$ cat src/hw/rtl/sha1s_pkg.sv
// Shared types and constants for the SHA-1 stream hasher.
// Used by sha1s_core and sha1_stream_hasher_unit; depends on nothing else.
package sha1s_pkg;

  typedef logic [31:0] word_t;
  typedef word_t [4:0] chain_t;

  localparam word_t H0_INIT = 32'h67452301;
  localparam word_t H1_INIT = 32'hEFCDAB89;
  localparam word_t H2_INIT = 32'h98BADCFE;
  localparam word_t H3_INIT = 32'h10325476;
  localparam word_t H4_INIT = 32'hC3D2E1F0;

  localparam word_t K_ROUND0 = 32'h5A827999;
  localparam word_t K_ROUND1 = 32'h6ED9EBA1;
  localparam word_t K_ROUND2 = 32'h8F1BBCDC;
  localparam word_t K_ROUND3 = 32'hCA62C1D6;

  localparam logic [7:0] PAD_MARK = 8'h80;
  localparam logic [5:0] LEN_POS = 6'd56;
  localparam logic [5:0] LAST_POS = 6'd63;
  localparam logic [6:0] LAST_ROUND = 7'd79;

  typedef struct packed {
    logic       push;
    logic [7:0] byte_val;
    logic       block_end;
    logic       reinit;
  } core_ctrl_t;

  typedef struct packed {
    logic busy;
    logic done;
  } core_stat_t;

endpackage

$ cat src/hw/rtl/sha1s_core.sv
// SHA-1 block buffer, message schedule window and iterative round engine.
// Depends on sha1s_pkg for types and constants.
module sha1s_core import sha1s_pkg::*; (
  input  logic       clk,
  input  logic       rst_n,
  input  core_ctrl_t ctrl,
  output core_stat_t stat,
  output chain_t     chain
);

  logic [511:0] blk_r;
  chain_t       h_r;
  word_t        a_r, b_r, c_r, d_r, e_r;
  logic [6:0]   round_r;
  logic         run_r;
  logic         fin_r;

  word_t w0, w2, w8, w13, x_w, new_w, f_val, k_val, t_val;

  assign w0    = blk_r[511:480];
  assign w2    = blk_r[447:416];
  assign w8    = blk_r[255:224];
  assign w13   = blk_r[95:64];
  assign x_w   = w13 ^ w8 ^ w2 ^ w0;
  assign new_w = {x_w[30:0], x_w[31]};

  always_comb begin
    if (round_r < 7'd20) begin
      f_val = (b_r & c_r) | (~b_r & d_r);
      k_val = K_ROUND0;
    end else if (round_r < 7'd40) begin
      f_val = b_r ^ c_r ^ d_r;
      k_val = K_ROUND1;
    end else if (round_r < 7'd60) begin
      f_val = (b_r & c_r) | (b_r & d_r) | (c_r & d_r);
      k_val = K_ROUND2;
    end else begin
      f_val = b_r ^ c_r ^ d_r;
      k_val = K_ROUND3;
    end
  end

  assign t_val = {a_r[26:0], a_r[31:27]} + f_val + e_r + k_val + w0;

  always_ff @(posedge clk) begin
    if (!rst_n) begin
      run_r   <= 1'b0;
      fin_r   <= 1'b0;
      round_r <= '0;
      h_r     <= {H4_INIT, H3_INIT, H2_INIT, H1_INIT, H0_INIT};
    end else begin
      if (ctrl.push) begin
        blk_r <= {blk_r[503:0], ctrl.byte_val};
        if (ctrl.block_end) begin
          run_r   <= 1'b1;
          round_r <= '0;
          a_r     <= h_r[0];
          b_r     <= h_r[1];
          c_r     <= h_r[2];
          d_r     <= h_r[3];
          e_r     <= h_r[4];
        end
      end else if (run_r) begin
        blk_r   <= {blk_r[479:0], new_w};
        a_r     <= t_val;
        b_r     <= a_r;
        c_r     <= {b_r[1:0], b_r[31:2]};
        d_r     <= c_r;
        e_r     <= d_r;
        round_r <= round_r + 7'd1;
        if (round_r == LAST_ROUND) begin
          run_r <= 1'b0;
          fin_r <= 1'b1;
        end
      end
      if (fin_r) begin
        fin_r   <= 1'b0;
        h_r[0]  <= h_r[0] + a_r;
        h_r[1]  <= h_r[1] + b_r;
        h_r[2]  <= h_r[2] + c_r;
        h_r[3]  <= h_r[3] + d_r;
        h_r[4]  <= h_r[4] + e_r;
      end else if (ctrl.reinit) begin
        h_r <= {H4_INIT, H3_INIT, H2_INIT, H1_INIT, H0_INIT};
      end
    end
  end

  assign stat.busy = run_r | fin_r;
  assign stat.done = fin_r;
  assign chain     = h_r;

endmodule

$ cat src/hw/rtl/sha1_stream_hasher_unit.sv
// SHA-1 stream hasher top level: byte intake, padding sequencer and digest output.
// Depends on sha1s_pkg and sha1s_core.
// One byte is taken per cycle while in_tready is high; the 64th byte of a block starts 80 rounds in the
// round unit and then the chaining add, and no further byte is taken until both are done.
// End of message pushes padding one byte a cycle and runs one or two compressions,
// then gives five digest words, one per cycle while out_tready is high.
// Synchronous active-low reset loads the initial chaining values and clears all counts.
module sha1_stream_hasher_unit import sha1s_pkg::*; (
  input  logic        clk,
  input  logic        rst_n,
  input  logic        in_tvalid,
  output logic        in_tready,
  input  logic [7:0]  in_tdata,   // [7:0] byte_value
  input  logic        in_tuser,   // [0] byte_present
  input  logic        in_tlast,   // end_of_message
  output logic        out_tvalid,
  input  logic        out_tready,
  output logic [31:0] out_tdata,  // [31:0] digest_word
  output logic        out_tlast   // digest_last
);

  localparam logic [1:0] ST_IDLE = 2'd0;
  localparam logic [1:0] ST_PAD  = 2'd1;
  localparam logic [1:0] ST_COMP = 2'd2;
  localparam logic [1:0] ST_OUT  = 2'd3;

  logic [1:0]  state_r, state_nxt;
  logic [5:0]  fill_r;
  logic [63:0] bitlen_r;
  logic        pad_first_r, len_phase_r, pad_active_r, msg_done_r;
  logic [2:0]  word_idx_r;

  core_ctrl_t  ctrl;
  core_stat_t  stat;
  chain_t      chain;

  logic        in_acc, out_acc, in_len, push, blk_last;
  logic [7:0]  pad_byte;

  assign in_acc   = in_tvalid & in_tready;
  assign out_acc  = out_tvalid & out_tready;
  assign in_len   = len_phase_r | (!pad_first_r && fill_r == LEN_POS);
  assign pad_byte = pad_first_r ? PAD_MARK : (in_len ? bitlen_r[63:56] : 8'h00);
  assign push     = (in_acc & in_tuser) | (state_r == ST_PAD);
  assign blk_last = fill_r == LAST_POS;

  assign ctrl.push      = push;
  assign ctrl.byte_val  = (state_r == ST_PAD) ? pad_byte : in_tdata;
  assign ctrl.block_end = push & blk_last;
  assign ctrl.reinit    = out_acc & out_tlast;

  sha1s_core u_core (
    .clk   (clk),
    .rst_n (rst_n),
    .ctrl  (ctrl),
    .stat  (stat),
    .chain (chain)
  );

  always_comb begin
    state_nxt = state_r;
    unique case (state_r)
      ST_IDLE: begin
        if (in_acc) begin
          if (in_tuser && blk_last) begin
            state_nxt = ST_COMP;
          end else if (in_tlast) begin
            state_nxt = ST_PAD;
          end
        end
      end
      ST_PAD: begin
        if (blk_last) begin
          state_nxt = ST_COMP;
        end
      end
      ST_COMP: begin
        if (stat.done) begin
          if (msg_done_r) begin
            state_nxt = ST_OUT;
          end else if (pad_active_r) begin
            state_nxt = ST_PAD;
          end else begin
            state_nxt = ST_IDLE;
          end
        end
      end
      ST_OUT: begin
        if (out_acc && out_tlast) begin
          state_nxt = ST_IDLE;
        end
      end
      default: state_nxt = ST_IDLE;
    endcase
  end

  always_ff @(posedge clk) begin
    if (!rst_n) begin
      state_r      <= ST_IDLE;
      fill_r       <= '0;
      bitlen_r     <= '0;
      pad_first_r  <= 1'b0;
      len_phase_r  <= 1'b0;
      pad_active_r <= 1'b0;
      msg_done_r   <= 1'b0;
      word_idx_r   <= '0;
    end else begin
      state_r <= state_nxt;
      if (push) begin
        fill_r <= fill_r + 6'd1;
      end
      if (in_acc) begin
        if (in_tuser) begin
          bitlen_r <= bitlen_r + 64'd8;
        end
        if (in_tlast) begin
          pad_first_r  <= 1'b1;
          pad_active_r <= 1'b1;
        end
      end
      if (state_r == ST_PAD) begin
        pad_first_r <= 1'b0;
        if (in_len) begin
          bitlen_r    <= {bitlen_r[55:0], 8'h00};
          len_phase_r <= 1'b1;
          if (blk_last) begin
            msg_done_r <= 1'b1;
          end
        end
      end
      if (state_r == ST_COMP && state_nxt == ST_OUT) begin
        word_idx_r <= '0;
      end
      if (out_acc) begin
        word_idx_r <= word_idx_r + 3'd1;
        if (out_tlast) begin
          bitlen_r     <= '0;
          fill_r       <= '0;
          len_phase_r  <= 1'b0;
          pad_active_r <= 1'b0;
          msg_done_r   <= 1'b0;
          word_idx_r   <= '0;
        end
      end
    end
  end

  assign in_tready  = state_r == ST_IDLE;
  assign out_tvalid = state_r == ST_OUT;
  assign out_tlast  = word_idx_r == 3'd4;

  always_comb begin
    case (word_idx_r)
      3'd0:    out_tdata = chain[0];
      3'd1:    out_tdata = chain[1];
      3'd2:    out_tdata = chain[2];
      3'd3:    out_tdata = chain[3];
      default: out_tdata = chain[4];
    endcase
  end

  a_idle_core_quiet: assert property (@(posedge clk) disable iff (!rst_n)
    in_tready |-> !stat.busy)
    else $error("Round unit busy while input is open.");

  a_done_in_comp: assert property (@(posedge clk) disable iff (!rst_n)
    stat.done |-> state_r == ST_COMP)
    else $error("Compression finished outside the compress state.");

  a_out_block_empty: assert property (@(posedge clk) disable iff (!rst_n)
    out_tvalid |-> fill_r == 6'd0 && !stat.busy)
    else $error("Digest shown with a partly filled block.");

  a_last_returns_idle: assert property (@(posedge clk) disable iff (!rst_n)
    out_acc && out_tlast |=> in_tready && bitlen_r == 64'd0)
    else $error("Hasher did not reinitialise after the final digest word.");

endmodule
$ cat config.mk
export PLATFORM = sky130hd
export DESIGN_NAME = sha1_stream_hasher_unit
export DESIGN_NICKNAME = d
export VERILOG_FILES = /design/src/hw/rtl/sha1s_pkg.sv /design/src/hw/rtl/sha1s_core.sv /design/src/hw/rtl/sha1_stream_hasher_unit.sv
export SDC_FILE = /design/constraint.sdc
export NUM_CORES = 2
export LEC_CHECK = 0
export ABC_AREA = 1
export BUFFER_PORTS_ARGS = -buffer_cell sky130_fd_sc_hd__buf_2
export CORE_ASPECT_RATIO = 1.25
export CORE_MARGIN = 8
export CORE_UTILIZATION = 50
export DETAILED_ROUTE_END_ITERATION = 6
export PLACE_DENSITY = 0.65
export SLEW_MARGIN = 20
export SYNTH_ARGS = -nofsm -noshare
export SYNTH_HDL_FRONTEND = slang
export SYNTH_SLANG_ARGS = --single-unit
$ cat constraint.sdc
create_clock -name clk -period 36.6 [get_ports clk]
set_input_delay 1.83 -clock clk [delete_from_list [all_inputs] [get_ports clk]]
set_output_delay 1.83 -clock clk [all_outputs]
set_load 0.02 [all_outputs]
# Word-level counts from Yosys, hierarchy flattened
# Index checks and enable logic that the tools add are counted.
# op_classes
magnitude_cmp,3
n_reduce_logical,16
bitwise,22
n_mux,71
add_sub_neg,13
shift,0
eq_ne,12
mul,0
div,0
# ops
cell,n
$mux W512,2
$mux W32,20
$mux W64,6
$mux W160,2
$add A32 B32 Y32,9
$xor A32 B32 Y32,5
$and A32 B32 Y32,4
$pmux W32 S4,1
$or A32 B32 Y32,3
$add A64 B4 Y64 const B,1
$not A32 Y32,1
$mux W31,1
$mux W8,3
$mux W7,3
$mux W1,19
$mux W6,3
$lt A7 B6 Y1 const B,2
$mux W2,7
$eq A6 B6 Y1 const B,2
$mux W3,3
$pmux W2 S4,1
$add A7 B1 Y7 const B,1
$eq A7 B7 Y1 const B,1
$lt A7 B5 Y1 const B,1
other kinds (20),36
# word_totals
register_bits,920
out_inout_bits,35
n_memories,0
latchBits,0
ramBits,0
rom_bits,0

# Longest topological paths before layout
# logic_depth
ltp_word,12
depth_mapped,27
mapped_depth_nobuf,26

# Cells and area by module
# From an unflattened synthesis, not the netlist that was laid out.
# hier_totals
hier_cells,7763
area_unflattened_um2,58877.7
# by_module_without_submodules
module,cells_per_inst,area_per_inst_um2,n_inst
sha1s_core,6784,52710.6,1
sha1_stream_hasher_unit,979,6167.2,1

# Least setup slack after synthesis
# Ideal clock, no wire load.
# synth_timing
path_kind,input to register
start,input port in_tuser
end,register u_core.blk_r[0] (enable)
cell_stages,11
setup_ns,0.860
arrival_ns,12.684
path_buffers,3
t_required_ns,35.740
path_slack_ns,23.055
cell_sequence,inv_1 > nor2_4 > inv_2 > nand2_2 > buf_4 > inv_2 > buf_2 > buf_2 > nand2_1 > nand2_1 > inv_1
# synth_via
elab_chain_len,4
# synth_rtl
element,line_no,text
from (decl),sha1_stream_hasher_unit.sv:14,"input logic in_tuser,"
$and A1 B1 Y1,sha1_stream_hasher_unit.sv:44,assign push = (in_acc & in_tuser) | (state_r == ST_PAD);
$or A1 B1 Y1,sha1_stream_hasher_unit.sv:44,
$reduce_bool A2 Y1 (no line),n/a,
$reduce_and A2 Y1 (no line),n/a,
to (signal assigned),sha1s_core.sv:53,"blk_r <= {blk_r[503:0], ctrl.byte_val};"
to (signal assigned),sha1s_core.sv:64,"blk_r <= {blk_r[479:0], new_w};"
to (decl),sha1s_core.sv:11,logic [511:0] blk_r;
# Every way passes these cells.
# A chain may end at the register's enable or synchronous reset.

# Final worst setup path
# layout_timing
start,register u_core.round_r[4]
end,register u_core.a_r[25] (data pin)
# layout_via
elab_chain_len,10
word_cells_on_any_way,15
cone_classes,add/sub: 4; order compare: 3; mux: 8
# layout_rtl
element,line_no,text
from (decl),sha1s_core.sv:14,logic [6:0] round_r;
from (signal assigned),sha1s_core.sv:70,round_r <= round_r + 7'd1;
$lt A7 B6 Y1,sha1s_core.sv:34,end else if (round_r < 7'd60) begin
$mux W32,sha1s_core.sv:34,
$mux W32,sha1s_core.sv:31,end else if (round_r < 7'd40) begin
$mux W32,sha1s_core.sv:28,if (round_r < 7'd20) begin
$add A32 B32 Y32 (2 in a row),sha1s_core.sv:43,"assign t_val = {a_r[26:0], a_r[31:27]} + f_val + e_r + k_val + w0;"
$add A32 B32 Y32 (*) (2 in a row),sha1s_core.sv:43,
$mux W32 (*),sha1s_core.sv:63,end else if (run_r) begin
$mux W32 (*),sha1s_core.sv:52,if (ctrl.push) begin
to (signal assigned),sha1s_core.sv:57,a_r <= h_r[0];
to (signal assigned),sha1s_core.sv:65,a_r <= t_val;
to (decl),sha1s_core.sv:13,"word_t a_r, b_r, c_r, d_r, e_r;"
# Mark *: on every way between the ends. The rest lies on a longest branch, timed or not. The select of a mux whose other input is x is not followed.

==> results by stage <==
Yosys:
- The count of warnings emitted by yosys is 0.
- Counting instances in the post-synthesis netlist gives the leading cell types as nand2_1 (3015), inv_1 (939), edfxtp_1 (672).
- The cell area after synthesis is 0.0584 sq mm.
- Summed over its instances, the top area cell type makes up 34.6% of the synthesized netlist area.
- The arithmetic-cell share of the synthesized area counting full adders, half adders and majority gates is 9.16%.
- The share of cell area taken by muxes after synthesis is 0%.
- Each instance of the synthesized netlist takes up on average 7.55 sq um.
- The number of nets handed over by synthesis was 8100.
- In the synthesized netlist the async set-or-reset flop fraction comes to 0%.
- Yosys attributes the largest share of cell area to edfxtp_1 (35%), nand2_1 (19%), dfxtp_1 (8.5%).
- The synthesized netlist devotes 9.15% of its cell area to compound gates.
- The dominant register cell in the synthesized netlist is edfxtp_1.
- edfxtp_1 takes more of the synthesized area than any other cell.
- Summing the sequential cell areas from Yosys gives 43.1% of the chip area.
- The unique cell type count in the Yosys netlist is 52.
- The most repeated cell in the gate-level netlist after synthesis is nand2_1.
- In this run, synthesis inferred 672 flip-flops with an integrated enable.
- The synthesis-stage register bit count is 920.
- The synthesized-area fraction occupied by xor and xnor cells is 2.31%.
- The simple-gate share of the synthesized area is 28.3%.
- The main combinational cell family by area after synthesis is simple AND/OR/NAND/NOR gates.
- Synthesis handed over a netlist of 7733 instances.

Power and ir drop:
- Summed over all cells, the static leakage comes to 29.1 nW.
- The clock network is responsible for 42.0% of the overall power.
- Internal power comes to 1.84 mW.
- Sequential cells account for 48.8% of the total power.
- The total power is 2.48 mW.
- The power share of the combinational group is 9.1%.
- In this run the power density over the cells is 39.2 mW/mm^2.
- Across the VDD grid, the largest voltage drop is 0.0398 mV.
- Summed over all nets, the switching power comes to 640 uW.
- The switching power as a share of total power is 25.8%.

STA:
- The clock skew after layout is 0.0387 ns.
- The fmax is 0.170 GHz.
- The post-route setup TNS is 0 ns.
- The total count of hold-check failures in the final report came to 0.
- Final hold analysis gives a worst-case slack of 0.428 ns.
- The shortest clock period the worst path allows after layout is 5.90 ns.
- The normalized max-slew margin is 20.3%.
- The pin slew with the least headroom to its limit is 1.20 ns.
- The count of final max-slew check failures is 0.
- The final-report setup violation count is 0.
- The worst path uses 16.1% of the clock period.
- Setup repair after global routing left no endpoint under its margin.
- Setup slack closes at 30.70 ns.

Route:
- The first-pass iteration count of the detailed router is 6.
- The total wire length is 204 mm.
- In the final routed layout, each cell accounts on average for 21.9 microns.
- The number of design rule violations left after detail routing is 0.
- The detailed router finished its first iteration with 5377 violations.
- Across all layers, the routed design uses 51700 vias.
- The post-route antenna net violation count is 0.
- The average via count per standard cell is 5.55.

Global route:
- The pin count of the biggest net entering global routing is 195.
- The number of antenna violations at the first check in global routing came to 4.
- The total overflow reported by the global router is 0.
- The via count of the first global-routing pass is 49400.
- Global routing used 31.2% of the available tracks.
- The first global-routing pass estimated 303 mm of wire.

Floorplanning:
- The total number of placement rows is 140.
- 49 I/O pins were placed.
- The floorplan step defined a die boundary enclosing 0.128 sq mm.
- The width of the die is 322 microns.
- The core box area is 0.116 sq mm.
- The vertical extent of the die is 398 microns.
- The initial utilization of the core area, before any placement, comes to 50.3%.

Place:
- At the end of routability-driven placement, the weighted congestion stood at 1.05.
- Timing analysis after detailed placement gives a worst setup slack of 30.01 ns.
- The HPWL after detailed placement is 155 mm.
- In this run the tool buffered the top-level ports with 48 buffer cells.
- The number of cells after detailed placement is 9135.
- In this run the cell area measured after placement is 0.0600 sq mm.

Clocking:
- The root cell of the clock tree is clkbuf_16.
- TritonCTS built the clock tree.
- Once the clock tree was built, the setup fixing pass inserted 0 buffers.
- After clock tree synthesis, the clock-pin slew on the worst setup and hold paths is 0.06 ns.
- The count of instances resized after the clock tree is built is 0.
- Clock latency on the worst-skew pair, taken at its later pin, is 0.74 ns.
- The H-tree was split into 3 levels.
- In this run, CTS created clock tree buffers numbering 99.
- The number of sinks on the clock net is 920.
- The maximum clock insertion buffer count is 3.
- Buffers inserted to repair hold after CTS numbered 0.

Setup path:
- In this run the worst path has a maximum fanout of 38.
- The endpoint type of the worst setup path is a register.
- The category of the most critical setup path is register to register.
- The most critical setup path has its startpoint at u_core.round_r[4]$_SDFFE_PN0P_.
- The launch instance of the worst register-to-register path is u_core.round_r[4]$_SDFFE_PN0P_.
- The worst setup path is launched from a register.
- The cell type of the slowest stage on the worst timing path is fa_1.
- The critical path data required time is 37.08 ns.
- The delay contributed by the slowest stage of the critical path is 0.61 ns.
- Among the stages of the critical path, the cell type that occurs most often is nand2_1.
- The arrival time of data at the critical path endpoint is 6.38 ns.

Min path:
- The startpoint identified for the worst hold timing path is bitlen_r[1]$_SDFF_PN0_.
- The kind of path behind the tightest hold check is register to register.

Outcome:
- The flow ran to the end, and the final reports show no timing, DRC or antenna violations.

Layout:
- From synthesis to final layout, the design area changed by 8.33%.
- The number of standard cells in the layout, taps in and fillers out is 9322.
- The final-stage net count is 8041.
- The fraction of final layout cells with drive strength greater than 1 is 3.82%.
- The cell area after layout is 0.0633 sq mm.
- The core utilization of the finished layout is 54.5%.
- The number of filler cells placed in the layout is 11200.

Flow run:
- The count of max-cap constraint violations is 0.
-- path summary, 6_finish.rpt --
check / to / slack (ns) / depth (start not counted)
setup / recovery: u_core.a_r[25]$_DFFE_PP_ / 30.70 / 27
hold reg to reg: bitlen_r[1]$_SDFF_PN0_ / 0.43 / 2
hold / removal: bitlen_r[1]$_SDFF_PN0_ / 0.43 / 2
setup reg to reg: u_core.a_r[25]$_DFFE_PP_ / 30.70 / 27
-- power groups by stage --
stage / registers [mW] / logic [mW] / clock network, mW
after CTS: 1.21 / 0.228 / 1.06
final: 1.21 / 0.226 / 1.04
after floorplan: 1.24 / 0.170 / 0
after detailed placement: 1.23 / 0.227 / 0
after global placement: 1.23 / 0.222 / 0
after global routing: 1.21 / 0.257 / 1.09
-- critical path: cells and delay by family, from the launching register on --
family          cells  cell delay, ns
fa+ha+maj           5            2.25
flops               1            0.42
simple gates       13            1.47
buf+inv             7            1.19
compound gates      2            0.28
-- state kept, by name, indices dropped and copies added, names as in the netlist, 7 cells and up --
| register | flops |
|---|---|
| u_core.e_r | 32 |
| u_core.c_r | 32 |
| u_core.round_r | 7 |
| bitlen_r | 64 |
| u_core.blk_r | 512 |
| u_core.b_r | 32 |
| u_core.chain | 160 |
| u_core.d_r | 32 |
| u_core.a_r | 32 |
-- layer usage --
layer | wire length [microns] | global-route usage (%)
met1 | 75100 | 35.4
met2 | 96000 | 52.3
met3 | 13000 | 4.45
met4 | 20000 | 25.2
met5 | 22 | 0
-- cell usage in the layout, fill, tap and decap left out, types with 51 or more instances in the layout --
cell | synthesis | final
a21oi_1 | 352 | 352
buf_4 | 3 | 51
clkbuf_16 | 0 | 103
dfxtp_1 | 248 | 247
edfxtp_1 | 672 | 672
fa_1 | 124 | 124
ha_1 | 229 | 229
inv_1 | 939 | 936
nand2_1 | 3015 | 3014
nand3_1 | 439 | 439
nand4_1 | 68 | 68
nor2_1 | 417 | 416
nor3_1 | 91 | 90
o21ai_0 | 419 | 418
o21ai_1 | 56 | 57
xnor2_1 | 101 | 101
xor2_1 | 53 | 53
-- cell type report --
| class | count | area, sq um | area share, % |
|---|---|---|---|
| Clock buffer | 140 | 2820 | 4.45 |
| Antenna cell | 2 | 5.00 | 0.00791 |
| Multi-Input combinational cell | 5602 | 28600 | 45.2 |
| Clock inverter | 45 | 478 | 0.756 |
| Tap cell | 1562 | 1950 | 3.09 |
| Sequential cell | 920 | 25100 | 39.8 |
| Inverter | 949 | 3580 | 5.66 |
| Timing Repair Buffer | 102 | 688 | 1.09 |
-- kinds of logic after synthesis --
logic type	after synthesis
XOR/XNOR	154
flip-flops	920
buffers and inverters	1211
AND/OR/NAND/NOR	4106
adder cells (fa/ha/maj)	353
AO/OA/AOI/OAI	989
Power figures use the tool's default switching activity.
